===== config.mk =====
export PLATFORM = sky130hd
export DESIGN_NAME = stereo_gain_mute_stage
export DESIGN_NICKNAME = d
export VERILOG_FILES = /design/src/sgm_pkg.sv /design/src/sgm_regs.sv /design/src/sgm_isqrt.sv /design/src/sgm_gain.sv /design/src/sgm_datapath.sv /design/src/stereo_gain_mute_stage.sv
export SDC_FILE = /design/constraint.sdc
export NUM_CORES = 2
export LEC_CHECK = 0
export ABC_CLOCK_PERIOD_IN_PS = 23300
export BUFFER_PORTS_ARGS = -buffer_cell sky130_fd_sc_hd__buf_2
export CORE_MARGIN = 2
export CORE_UTILIZATION = 40
export CTS_CLUSTER_SIZE = 8
export DETAILED_ROUTE_END_ITERATION = 10
export REMOVE_ABC_BUFFERS = 1
export SETUP_SLACK_MARGIN = 0.2
export SKIP_LAST_GASP = 1
export SYNTH_ARGS = -nofsm -noshare
export SYNTH_HDL_FRONTEND = slang
export SYNTH_SLANG_ARGS = --single-unit

===== constraint.sdc =====
create_clock -name clk -period 23.3 [get_ports clk]
set_input_delay 5.825 -clock clk [delete_from_list [all_inputs] [get_ports clk]]
set_output_delay 5.825 -clock clk [all_outputs]
set_load 0.05 [all_outputs]

===== src/sgm_pkg.sv =====
package sgm_pkg;

	localparam int unsigned ADDR_W   = 5;
	localparam int unsigned DATA_W   = 32;
	localparam int unsigned GAIN_W   = 16;
	localparam int unsigned SAMPLE_W = 16;
	localparam int unsigned CHAN_W   = 3;
	localparam int unsigned COUNT_W  = 4;
	localparam int unsigned PROD_W   = 2 * GAIN_W;
	localparam int unsigned ROOT_STEPS = PROD_W / 2;
	localparam int unsigned STEP_W   = $clog2(ROOT_STEPS);

	localparam logic [GAIN_W-1:0]  Q15_ONE     = 16'h8000;
	localparam logic [COUNT_W-1:0] COUNT_RESET = 4'd2;
	localparam logic [COUNT_W-1:0] COUNT_MONO  = 4'd1;

	typedef enum logic [2:0] {
		REG_MASTER_GAIN   = 3'd0,
		REG_LEFT_TRIM     = 3'd1,
		REG_RIGHT_TRIM    = 3'd2,
		REG_MUTE_LEFT     = 3'd3,
		REG_MUTE_RIGHT    = 3'd4,
		REG_CHANNEL_COUNT = 3'd5
	} reg_idx_t;

	typedef enum logic [1:0] {
		GS_IDLE,
		GS_PROD,
		GS_ROOT
	} gain_state_t;

	typedef struct packed {
		logic [GAIN_W-1:0]  master_gain;
		logic [GAIN_W-1:0]  left_trim;
		logic [GAIN_W-1:0]  right_trim;
		logic               mute_left;
		logic               mute_right;
		logic [COUNT_W-1:0] channel_count;
	} sgm_cfg_t;

	typedef struct packed {
		logic signed [SAMPLE_W-1:0] sample_in;
		logic [CHAN_W-1:0]          channel_index;
		logic                       block_end;
	} sgm_in_t;

	typedef struct packed {
		logic signed [SAMPLE_W-1:0] sample_out;
		logic                       block_end_out;
	} sgm_out_t;

	function automatic logic [GAIN_W-1:0] sat_q15(input logic [GAIN_W-1:0] g);
		return (g > Q15_ONE) ? Q15_ONE : g;
	endfunction

endpackage


===== src/sgm_regs.sv =====
module sgm_regs (
	input  logic                           clk,
	input  logic                           arst_n,
	input  logic                           psel,
	input  logic                           penable,
	input  logic                           pwrite,
	input  logic [sgm_pkg::ADDR_W-1:0]     paddr,
	input  logic [sgm_pkg::DATA_W-1:0]     pwdata,
	output logic [sgm_pkg::DATA_W-1:0]     prdata,
	output sgm_pkg::sgm_cfg_t              cfg,
	output logic                           kick
);

	sgm_pkg::sgm_cfg_t cfg_q;
	sgm_pkg::reg_idx_t idx;
	logic              wr_en;
	logic              idx_ok;

	assign idx   = sgm_pkg::reg_idx_t'(paddr[4:2]);
	assign wr_en = psel && penable && pwrite;

	always_comb begin
		case (idx)
			sgm_pkg::REG_MASTER_GAIN,
			sgm_pkg::REG_LEFT_TRIM,
			sgm_pkg::REG_RIGHT_TRIM,
			sgm_pkg::REG_MUTE_LEFT,
			sgm_pkg::REG_MUTE_RIGHT,
			sgm_pkg::REG_CHANNEL_COUNT: idx_ok = 1'b1;
			default:                    idx_ok = 1'b0;
		endcase
	end

	// a write to a real register restarts the multiplier update
	assign kick = wr_en && idx_ok;

	always_ff @(posedge clk or negedge arst_n) begin
		if (!arst_n) begin
			cfg_q.master_gain   <= sgm_pkg::Q15_ONE;
			cfg_q.left_trim     <= sgm_pkg::Q15_ONE;
			cfg_q.right_trim    <= sgm_pkg::Q15_ONE;
			cfg_q.mute_left     <= 1'b0;
			cfg_q.mute_right    <= 1'b0;
			cfg_q.channel_count <= sgm_pkg::COUNT_RESET;
		end else if (wr_en) begin
			case (idx)
				sgm_pkg::REG_MASTER_GAIN:   cfg_q.master_gain   <= pwdata[15:0];
				sgm_pkg::REG_LEFT_TRIM:     cfg_q.left_trim     <= pwdata[15:0];
				sgm_pkg::REG_RIGHT_TRIM:    cfg_q.right_trim    <= pwdata[15:0];
				sgm_pkg::REG_MUTE_LEFT:     cfg_q.mute_left     <= pwdata[0];
				sgm_pkg::REG_MUTE_RIGHT:    cfg_q.mute_right    <= pwdata[0];
				sgm_pkg::REG_CHANNEL_COUNT: cfg_q.channel_count <= pwdata[3:0];
				default: ;
			endcase
		end
	end

	always_comb begin
		case (idx)
			sgm_pkg::REG_MASTER_GAIN:   prdata = {16'd0, cfg_q.master_gain};
			sgm_pkg::REG_LEFT_TRIM:     prdata = {16'd0, cfg_q.left_trim};
			sgm_pkg::REG_RIGHT_TRIM:    prdata = {16'd0, cfg_q.right_trim};
			sgm_pkg::REG_MUTE_LEFT:     prdata = {31'd0, cfg_q.mute_left};
			sgm_pkg::REG_MUTE_RIGHT:    prdata = {31'd0, cfg_q.mute_right};
			sgm_pkg::REG_CHANNEL_COUNT: prdata = {28'd0, cfg_q.channel_count};
			default:                    prdata = '0;
		endcase
	end

	assign cfg = cfg_q;

endmodule


===== src/sgm_isqrt.sv =====
module sgm_isqrt (
	input  logic                          clk,
	input  logic                          arst_n,
	input  logic                          load,
	input  logic [sgm_pkg::PROD_W-1:0]    operand,
	output logic [sgm_pkg::GAIN_W-1:0]    root,
	output logic                          done
);

	localparam int unsigned REM_W = sgm_pkg::GAIN_W + 1;

	logic [sgm_pkg::PROD_W-1:0] value_q;
	logic [REM_W-1:0]           rem_q;
	logic [sgm_pkg::GAIN_W-1:0] root_q;
	logic [sgm_pkg::STEP_W-1:0] step_q;
	logic                       run_q;
	logic                       done_q;
	logic [REM_W+1:0]           work;
	logic [REM_W+1:0]           trial;
	logic                       fits;

	// one root bit per cycle: bring down two operand bits, try 4*root+1
	assign work  = {rem_q, value_q[sgm_pkg::PROD_W-1 -: 2]};
	assign trial = {1'b0, root_q, 2'b01};
	assign fits  = (work >= trial);

	always_ff @(posedge clk or negedge arst_n) begin
		if (!arst_n) begin
			run_q  <= 1'b0;
			done_q <= 1'b0;
			step_q <= '0;
		end else if (load) begin
			run_q  <= 1'b1;
			done_q <= 1'b0;
			step_q <= sgm_pkg::STEP_W'(sgm_pkg::ROOT_STEPS - 1);
		end else if (run_q) begin
			step_q <= step_q - 1'b1;
			if (step_q == '0) begin
				run_q  <= 1'b0;
				done_q <= 1'b1;
			end
		end else begin
			done_q <= 1'b0;
		end
	end

	always_ff @(posedge clk) begin
		if (load) begin
			value_q <= operand;
			rem_q   <= '0;
			root_q  <= '0;
		end else if (run_q) begin
			value_q <= {value_q[sgm_pkg::PROD_W-3:0], 2'b00};
			if (fits) begin
				rem_q  <= REM_W'(work - trial);
				root_q <= {root_q[sgm_pkg::GAIN_W-2:0], 1'b1};
			end else begin
				rem_q  <= work[REM_W-1:0];
				root_q <= {root_q[sgm_pkg::GAIN_W-2:0], 1'b0};
			end
		end
	end

	assign root = root_q;
	assign done = done_q;

endmodule


===== src/sgm_gain.sv =====
module sgm_gain (
	input  logic                        clk,
	input  logic                        arst_n,
	input  sgm_pkg::sgm_cfg_t           cfg,
	input  logic                        kick,
	output logic [sgm_pkg::GAIN_W-1:0]  left_mul,
	output logic [sgm_pkg::GAIN_W-1:0]  right_mul,
	output logic                        busy
);

	sgm_pkg::gain_state_t       state_q;
	sgm_pkg::gain_state_t       state_d;
	logic                       load;
	logic                       commit;
	logic [sgm_pkg::PROD_W-1:0] left_prod;
	logic [sgm_pkg::PROD_W-1:0] right_prod;
	logic [sgm_pkg::GAIN_W-1:0] left_root;
	logic [sgm_pkg::GAIN_W-1:0] right_root;
	logic                       left_done;
	logic                       right_done;
	logic                       root_done;
	logic [sgm_pkg::GAIN_W-1:0] left_mul_q;
	logic [sgm_pkg::GAIN_W-1:0] right_mul_q;

	assign left_prod  = sgm_pkg::sat_q15(cfg.master_gain) * sgm_pkg::sat_q15(cfg.left_trim);
	assign right_prod = sgm_pkg::sat_q15(cfg.master_gain) * sgm_pkg::sat_q15(cfg.right_trim);

	// both roots run in lockstep
	assign root_done = left_done && right_done;

	always_ff @(posedge clk or negedge arst_n) begin
		if (!arst_n) begin
			state_q <= sgm_pkg::GS_IDLE;
		end else begin
			state_q <= state_d;
		end
	end

	always_comb begin
		state_d = state_q;
		load    = 1'b0;
		commit  = 1'b0;
		case (state_q)
			sgm_pkg::GS_IDLE: begin
				if (kick) state_d = sgm_pkg::GS_PROD;
			end
			sgm_pkg::GS_PROD: begin
				load = 1'b1;
				state_d = kick ? sgm_pkg::GS_PROD : sgm_pkg::GS_ROOT;
			end
			sgm_pkg::GS_ROOT: begin
				if (kick) begin
					state_d = sgm_pkg::GS_PROD;
				end else if (root_done) begin
					commit  = 1'b1;
					state_d = sgm_pkg::GS_IDLE;
				end
			end
			default: state_d = sgm_pkg::GS_IDLE;
		endcase
	end

	sgm_isqrt u_root_left (
		.clk     (clk),
		.arst_n  (arst_n),
		.load    (load),
		.operand (left_prod),
		.root    (left_root),
		.done    (left_done)
	);

	sgm_isqrt u_root_right (
		.clk     (clk),
		.arst_n  (arst_n),
		.load    (load),
		.operand (right_prod),
		.root    (right_root),
		.done    (right_done)
	);

	always_ff @(posedge clk or negedge arst_n) begin
		if (!arst_n) begin
			left_mul_q  <= sgm_pkg::Q15_ONE;
			right_mul_q <= sgm_pkg::Q15_ONE;
		end else if (commit) begin
			left_mul_q  <= cfg.mute_left  ? '0 : left_root;
			right_mul_q <= cfg.mute_right ? '0 : right_root;
		end
	end

	assign left_mul  = left_mul_q;
	assign right_mul = right_mul_q;
	assign busy      = (state_q != sgm_pkg::GS_IDLE);

endmodule


===== src/sgm_datapath.sv =====
module sgm_datapath (
	input  logic                        clk,
	input  logic                        arst_n,
	input  logic                        accept,
	input  sgm_pkg::sgm_in_t            data,
	input  logic [sgm_pkg::GAIN_W-1:0]  left_mul,
	input  logic [sgm_pkg::GAIN_W-1:0]  right_mul,
	input  logic                        mono,
	output logic                        strobe,
	output sgm_pkg::sgm_out_t           result
);

	localparam int unsigned P_W = sgm_pkg::SAMPLE_W + sgm_pkg::GAIN_W + 1;

	sgm_pkg::sgm_in_t           data_s1;
	logic                       valid_s1;
	sgm_pkg::sgm_out_t          result_s2;
	logic                       valid_s2;
	logic [sgm_pkg::GAIN_W-1:0] mul;
	logic signed [P_W-1:0]      prod;
	logic signed [P_W-1:0]      biased;
	logic signed [P_W-1:0]      quot;
	logic signed [sgm_pkg::SAMPLE_W-1:0] clamped;

	always_comb begin
		if (mono) begin
			mul = (left_mul > right_mul) ? left_mul : right_mul;
		end else if (data_s1.channel_index == '0) begin
			mul = left_mul;
		end else begin
			mul = right_mul;
		end
	end

	assign prod = data_s1.sample_in * $signed({1'b0, mul});
	// bias negatives so the shift truncates toward zero
	assign biased = prod + (prod[P_W-1] ? P_W'(32767) : P_W'(0));
	assign quot   = biased >>> 15;

	always_comb begin
		if (quot > P_W'(32767)) begin
			clamped = 16'sh7fff;
		end else if (quot < -P_W'(32768)) begin
			clamped = 16'sh8000;
		end else begin
			clamped = quot[sgm_pkg::SAMPLE_W-1:0];
		end
	end

	always_ff @(posedge clk or negedge arst_n) begin
		if (!arst_n) begin
			valid_s1 <= 1'b0;
			valid_s2 <= 1'b0;
		end else begin
			valid_s1 <= accept;
			valid_s2 <= valid_s1;
		end
	end

	always_ff @(posedge clk) begin
		if (accept) begin
			data_s1 <= data;
		end
		if (valid_s1) begin
			result_s2.sample_out    <= clamped;
			result_s2.block_end_out <= data_s1.block_end;
		end
	end

	assign strobe = valid_s2;
	assign result = result_s2;

endmodule


===== src/stereo_gain_mute_stage.sv =====
// stereo gain and mute stage. one item is accepted per cycle while busy is low; the item
// is registered in data_s1 and its scaled sample in result_s2, which drives result with
// strobe high for exactly one cycle. the receiver cannot stall, so it must take every
// strobed result. a register write (master gain, trims, mutes, channel count) restarts
// the square root update of both channel multipliers, which runs one root bit per cycle
// in one iterative unit per channel: busy goes high at the edge that writes the register
// and stays high until both roots are committed, no item is taken meanwhile; back to back
// writes restart the update. write registers only while no items are in flight.
module stereo_gain_mute_stage (
	input  logic                        clk,
	input  logic                        arst_n,
	input  logic                        psel,
	input  logic                        penable,
	input  logic                        pwrite,
	input  logic [sgm_pkg::ADDR_W-1:0]  paddr,
	input  logic [sgm_pkg::DATA_W-1:0]  pwdata,
	output logic [sgm_pkg::DATA_W-1:0]  prdata,
	output logic                        pready,
	input  logic                        start,
	output logic                        busy,
	input  sgm_pkg::sgm_in_t            data,
	output logic                        strobe,
	output sgm_pkg::sgm_out_t           result
);

	sgm_pkg::sgm_cfg_t          cfg;
	logic                       kick;
	logic [sgm_pkg::GAIN_W-1:0] left_mul;
	logic [sgm_pkg::GAIN_W-1:0] right_mul;
	logic                       mono;

	assign pready = 1'b1;
	assign mono   = (cfg.channel_count == sgm_pkg::COUNT_MONO);

	sgm_regs u_regs (
		.clk     (clk),
		.arst_n  (arst_n),
		.psel    (psel),
		.penable (penable),
		.pwrite  (pwrite),
		.paddr   (paddr),
		.pwdata  (pwdata),
		.prdata  (prdata),
		.cfg     (cfg),
		.kick    (kick)
	);

	sgm_gain u_gain (
		.clk       (clk),
		.arst_n    (arst_n),
		.cfg       (cfg),
		.kick      (kick),
		.left_mul  (left_mul),
		.right_mul (right_mul),
		.busy      (busy)
	);

	sgm_datapath u_datapath (
		.clk       (clk),
		.arst_n    (arst_n),
		.accept    (start && !busy),
		.data      (data),
		.left_mul  (left_mul),
		.right_mul (right_mul),
		.mono      (mono),
		.strobe    (strobe),
		.result    (result)
	);

endmodule


==> impl_metrics.prom <==
# TYPE chip_impl_metric gauge
chip_impl_metric{name="worst_pin_slew",unit="ps"} 1350
chip_impl_info{name="cts_tree",value="yes"} 1
chip_impl_metric{name="io_pins",unit=""} 115
chip_impl_metric{name="total_of_endpoints_with_negative_setup_slack_in_the_final_report",unit=""} 0
chip_impl_metric{name="power_density",unit="mW/mm²"} 85.7
chip_impl_metric{name="die_outline_area",unit="mm²"} 0.101
chip_impl_info{name="setup_repair_after_global_routing_missed_its_margin",value="no"} 1
chip_impl_metric{name="fin_nets",unit=""} 5408
chip_impl_metric{name="final.period_utilization",unit="%"} 61.9
chip_impl_metric{name="clk-insertion-delay-late",unit="ps"} 630
chip_impl_metric{name="vias_in_the_first_global_route",unit=""} 30300
chip_impl_metric{name="placed_cells",unit=""} 5614
chip_impl_metric{name="synthDistinctLibCells",unit=""} 85
chip_impl_metric{name="drt_first_iter_violations",unit=""} 1555
chip_impl_metric{name="area_occupied_by_multi_input_gates",unit="mm²"} 0.0288
chip_impl_metric{name="area_delta_synth_final",unit="%"} 7.42
chip_impl_info{name="hp-class",value="reg -> reg"} 1
chip_impl_metric{name="fraction_of_final_layout_cells_sized_beyond_drive_strength_1",unit="%"} 6.74
chip_impl_metric{name="post-synth-top-area-fraction",unit="%"} 29.6
chip_impl_metric{name="final_cell_count_no_fill",unit=""} 5693
chip_impl_metric{name="route.vias.total",unit=""} 29200
chip_impl_metric{name="final.fill_count",unit=""} 9767
chip_impl_info{name="ctsRootBufferMaster",value="clkbuf_16"} 1
chip_impl_metric{name="cts.reportedPaths.clkPinSlew",unit="ps"} 50
chip_impl_metric{name="core_box_area",unit="mm²"} 0.0980
chip_impl_metric{name="max-vdd-ir-drop",unit="µV"} 56.2
chip_impl_info{name="synth_commonest_cells",value="inv_1 (776), nand2_1 (676), fa_1 (582)"} 1
chip_impl_metric{name="cts_hold_buf",unit=""} 0
chip_impl_metric{name="h_tree_levels",unit=""} 2
chip_impl_metric{name="post_synth_fa_ha_maj_area_fraction",unit="%"} 42.0
chip_impl_metric{name="critical_path.max_stage_delay",unit="ps"} 930
chip_impl_metric{name="drt-pass1-iter-count",unit=""} 7
chip_impl_metric{name="postRouteAntennaNets",unit=""} 0
chip_impl_metric{name="syn_avg_cell_area",unit="µm²"} 8.95
chip_impl_metric{name="gr-total-overflow",unit=""} 0
chip_impl_metric{name="dpl_worst_slack",unit="ps"} 8940
chip_impl_metric{name="finish.utilization",unit="%"} 43.2
chip_impl_metric{name="finalSetupTns",unit="ps"} 0
chip_impl_metric{name="yosys.area_share.xor_xnor",unit="%"} 2.42
chip_impl_metric{name="postLayoutSetupSlackWorst",unit="ps"} 8880
chip_impl_metric{name="cp.required",unit="ps"} 17480
chip_impl_metric{name="grt_antenna_before_repair",unit=""} 2
chip_impl_metric{name="syn_area",unit="mm²"} 0.0394
chip_impl_metric{name="fmax",unit="GHz"} 0.0694
chip_impl_metric{name="port_buffers",unit=""} 79
chip_impl_metric{name="skew",unit="ps"} 53.2
chip_impl_metric{name="grt_max_degree",unit=""} 67
chip_impl_info{name="path_common_cell",value="buf_2"} 1
chip_impl_metric{name="ys_async_sr_fraction",unit="%"} 37.9
chip_impl_info{name="main_combinational_cell_family_by_area_after_synthesis",value="adder cells"} 1
chip_impl_metric{name="first_pass_grt_wire_length",unit="µm"} 160000
chip_impl_metric{name="slew_headroom",unit="%"} 10.1
chip_impl_metric{name="postLayoutCellArea",unit="mm²"} 0.0423
chip_impl_metric{name="placement_rows",unit=""} 115
chip_impl_metric{name="tritoncts.num_buffers",unit=""} 42
chip_impl_info{name="timing.setup.critical_path_class",value="in -> out"} 1
chip_impl_metric{name="die_w",unit="µm"} 318
chip_impl_metric{name="post_synth_mux_area_share",unit="%"} 3.59
chip_impl_metric{name="synthSimpleGateAreaFrac",unit="%"} 15.9
chip_impl_metric{name="p_leak",unit="nW"} 20.5
chip_impl_metric{name="placer_congestion_estimate",unit=""} 0.880
chip_impl_metric{name="floorplan.die.height",unit="µm"} 318
chip_impl_metric{name="final.hold.worst_slack",unit="ps"} 415
chip_impl_info{name="critical_path.startpoint_type",value="input port"} 1
chip_impl_metric{name="maxSlewViolCount",unit=""} 0
chip_impl_metric{name="clock_sink_count",unit=""} 269
chip_impl_metric{name="detailed_place_hpwl",unit="µm"} 74900
chip_impl_metric{name="total_power",unit="mW"} 3.63
chip_impl_metric{name="post-route-min-period",unit="ps"} 14420
chip_impl_metric{name="yosys_register_bits",unit=""} 269
chip_impl_metric{name="cts_post_setup_buffers_inserted",unit=""} 0
chip_impl_metric{name="initial_core_util",unit="%"} 40.2
chip_impl_metric{name="compound_gate_portion_of_the_synthesized_area",unit="%"} 8.87
chip_impl_info{name="cp_cell_sequence",value="buf_2, inv_1, nor2_1, a21oi_1, o21ai_0, buf_2"} 1
chip_impl_metric{name="slack_of_the_worst_reg_to_reg_path",unit="ps"} 10520
chip_impl_metric{name="drt_wl_total",unit="µm"} 96200
chip_impl_metric{name="number_of_buffers_on_the_longest_clock_path",unit=""} 3
chip_impl_metric{name="arrival_time_at_the_worst_endpoint",unit="ps"} 8590
chip_impl_info{name="crit_path_end_kind",value="output pin"} 1
chip_impl_metric{name="routedWlPerCell",unit="µm"} 16.9
chip_impl_metric{name="post_cts_resized",unit=""} 0
chip_impl_info{name="ys.flop_type",value="edfxtp_1"} 1
chip_impl_metric{name="placedInstanceArea",unit="mm²"} 0.0410
chip_impl_metric{name="hold_viol",unit=""} 0
chip_impl_metric{name="drcViolationCount",unit=""} 0
chip_impl_info{name="most_frequently_used_cell_type_in_the_post_synthesis_netlist",value="inv_1"} 1
chip_impl_metric{name="ff_latch_area",unit="mm²"} 0.00692
chip_impl_metric{name="synthesis.yosys.warnings",unit=""} 0
chip_impl_metric{name="worst-path-max-fanout",unit=""} 22
chip_impl_metric{name="drt-vias-per-instance",unit=""} 5.13
chip_impl_info{name="synth_area_leaders",value="fa_1 (30%), ha_1 (12%), edfxtp_1 (7.7%)"} 1
chip_impl_metric{name="seq_area_frac_synth",unit="%"} 17.6
chip_impl_info{name="crit_slowest_cell",value="nor2_1"} 1
chip_impl_metric{name="postSynthCellCount",unit=""} 4400
chip_impl_info{name="status",value="complete, no violations"} 1
chip_impl_metric{name="timing.max_cap.violations",unit=""} 0
chip_impl_metric{name="synth-edff-count",unit=""} 101
chip_impl_info{name="cell_type_with_the_highest_aggregate_area_in_the_netlist",value="fa_1"} 1
chip_impl_metric{name="grtUsageTotal",unit="%"} 19.6
placed cells by master (no fill, tap or decap), types with 94 or more instances in the layout:
cell      synthesis  final
inv_1           776    776
nor2_1          295    294
and2_1          139    140
nand2_1         676    676
o21ai_0         128    128
a21oi_1         150    150
ha_1            392    392
dfrtp_1          96     94
edfxtp_1        101    101
fa_1            582    582
kinds of logic after synthesis:
logic type / Yosys count
buffers and inverters: 986
AOI/OAI and AO/OA: 540
adders and majority gates: 974
DFF: 269
xor gates and xnor gates: 109
muxes: 131
and+or+nand+nor: 1389
other: 2
per-layer routing:
metal  vias up  global-route usage (%)  part of all wire [%]
li1      13900                       -                     -
met1     14600                    26.1                    45
met2       586                    33.5                    48
met3       119                    3.03                   4.8
met4         2                    4.98                   2.4
met5         -                       0                 0.012
where the power goes:
group	switching (mW)	internal [mW]	leakage [nW]
combinational	1.30	0.873	17.0
clock	0.249	0.371	0.639
sequential	0.144	0.687	2.89
final cells by class:
class,instances,share of cell area [%]
Antenna cell,2,0.0118
Clock buffer,72,2.92
Timing Repair Buffer,121,1.69
Inverter,777,6.89
Tap cell,1287,3.81
Clock inverter,5,0.231
Sequential cell,269,16.3
Multi-Input combinational cell,3160,68.1
path summary, 6_finish.rpt:
kind                                             from                         to  depth (start not counted)
worst min register to register  u_datapath.data_s1[0]       u_datapath.result[0]                          0
worst max-delay path                         paddr[3]                  prdata[3]                          6
min in group asynchronous                      arst_n              u_regs.cfg[8]                          1
worst min-delay path            u_datapath.data_s1[0]       u_datapath.result[0]                          0
worst max register to register          u_regs.cfg[2]       u_datapath.result[3]                         37
max in group asynchronous                      arst_n  u_gain.u_root_right.run_q                          2
worst max-delay path, delay by kind of cell:
kind	cells	cell delay [ps]
AOI/OAI and AO/OA	2	850
buffers and inverters	3	960
and+or+nand+nor	1	930
sequential cells by signal, indices dropped and copies added (netlist names):
signal                       count
u_gain.u_root_left.run_q         1
u_datapath.valid_s1              1
u_gain.state_q                   2
u_gain.u_root_right.run_q        1
u_gain.right_mul                16
u_gain.u_root_right.done         1
u_gain.u_root_left.rem_q        17
u_datapath.data_s1              20
u_gain.u_root_left.root         16
u_gain.u_root_left.done          1
u_datapath.result               17
u_regs.cfg                      54
u_datapath.strobe                1
u_gain.left_mul                 16
u_gain.u_root_right.rem_q       17
u_gain.u_root_right.root        16
u_gain.u_root_left.value_q      32
u_gain.u_root_right.value_q     32
u_gain.u_root_right.step_q       4
u_gain.u_root_left.step_q        4
Note: power is estimated with default switching activity, not from simulation.
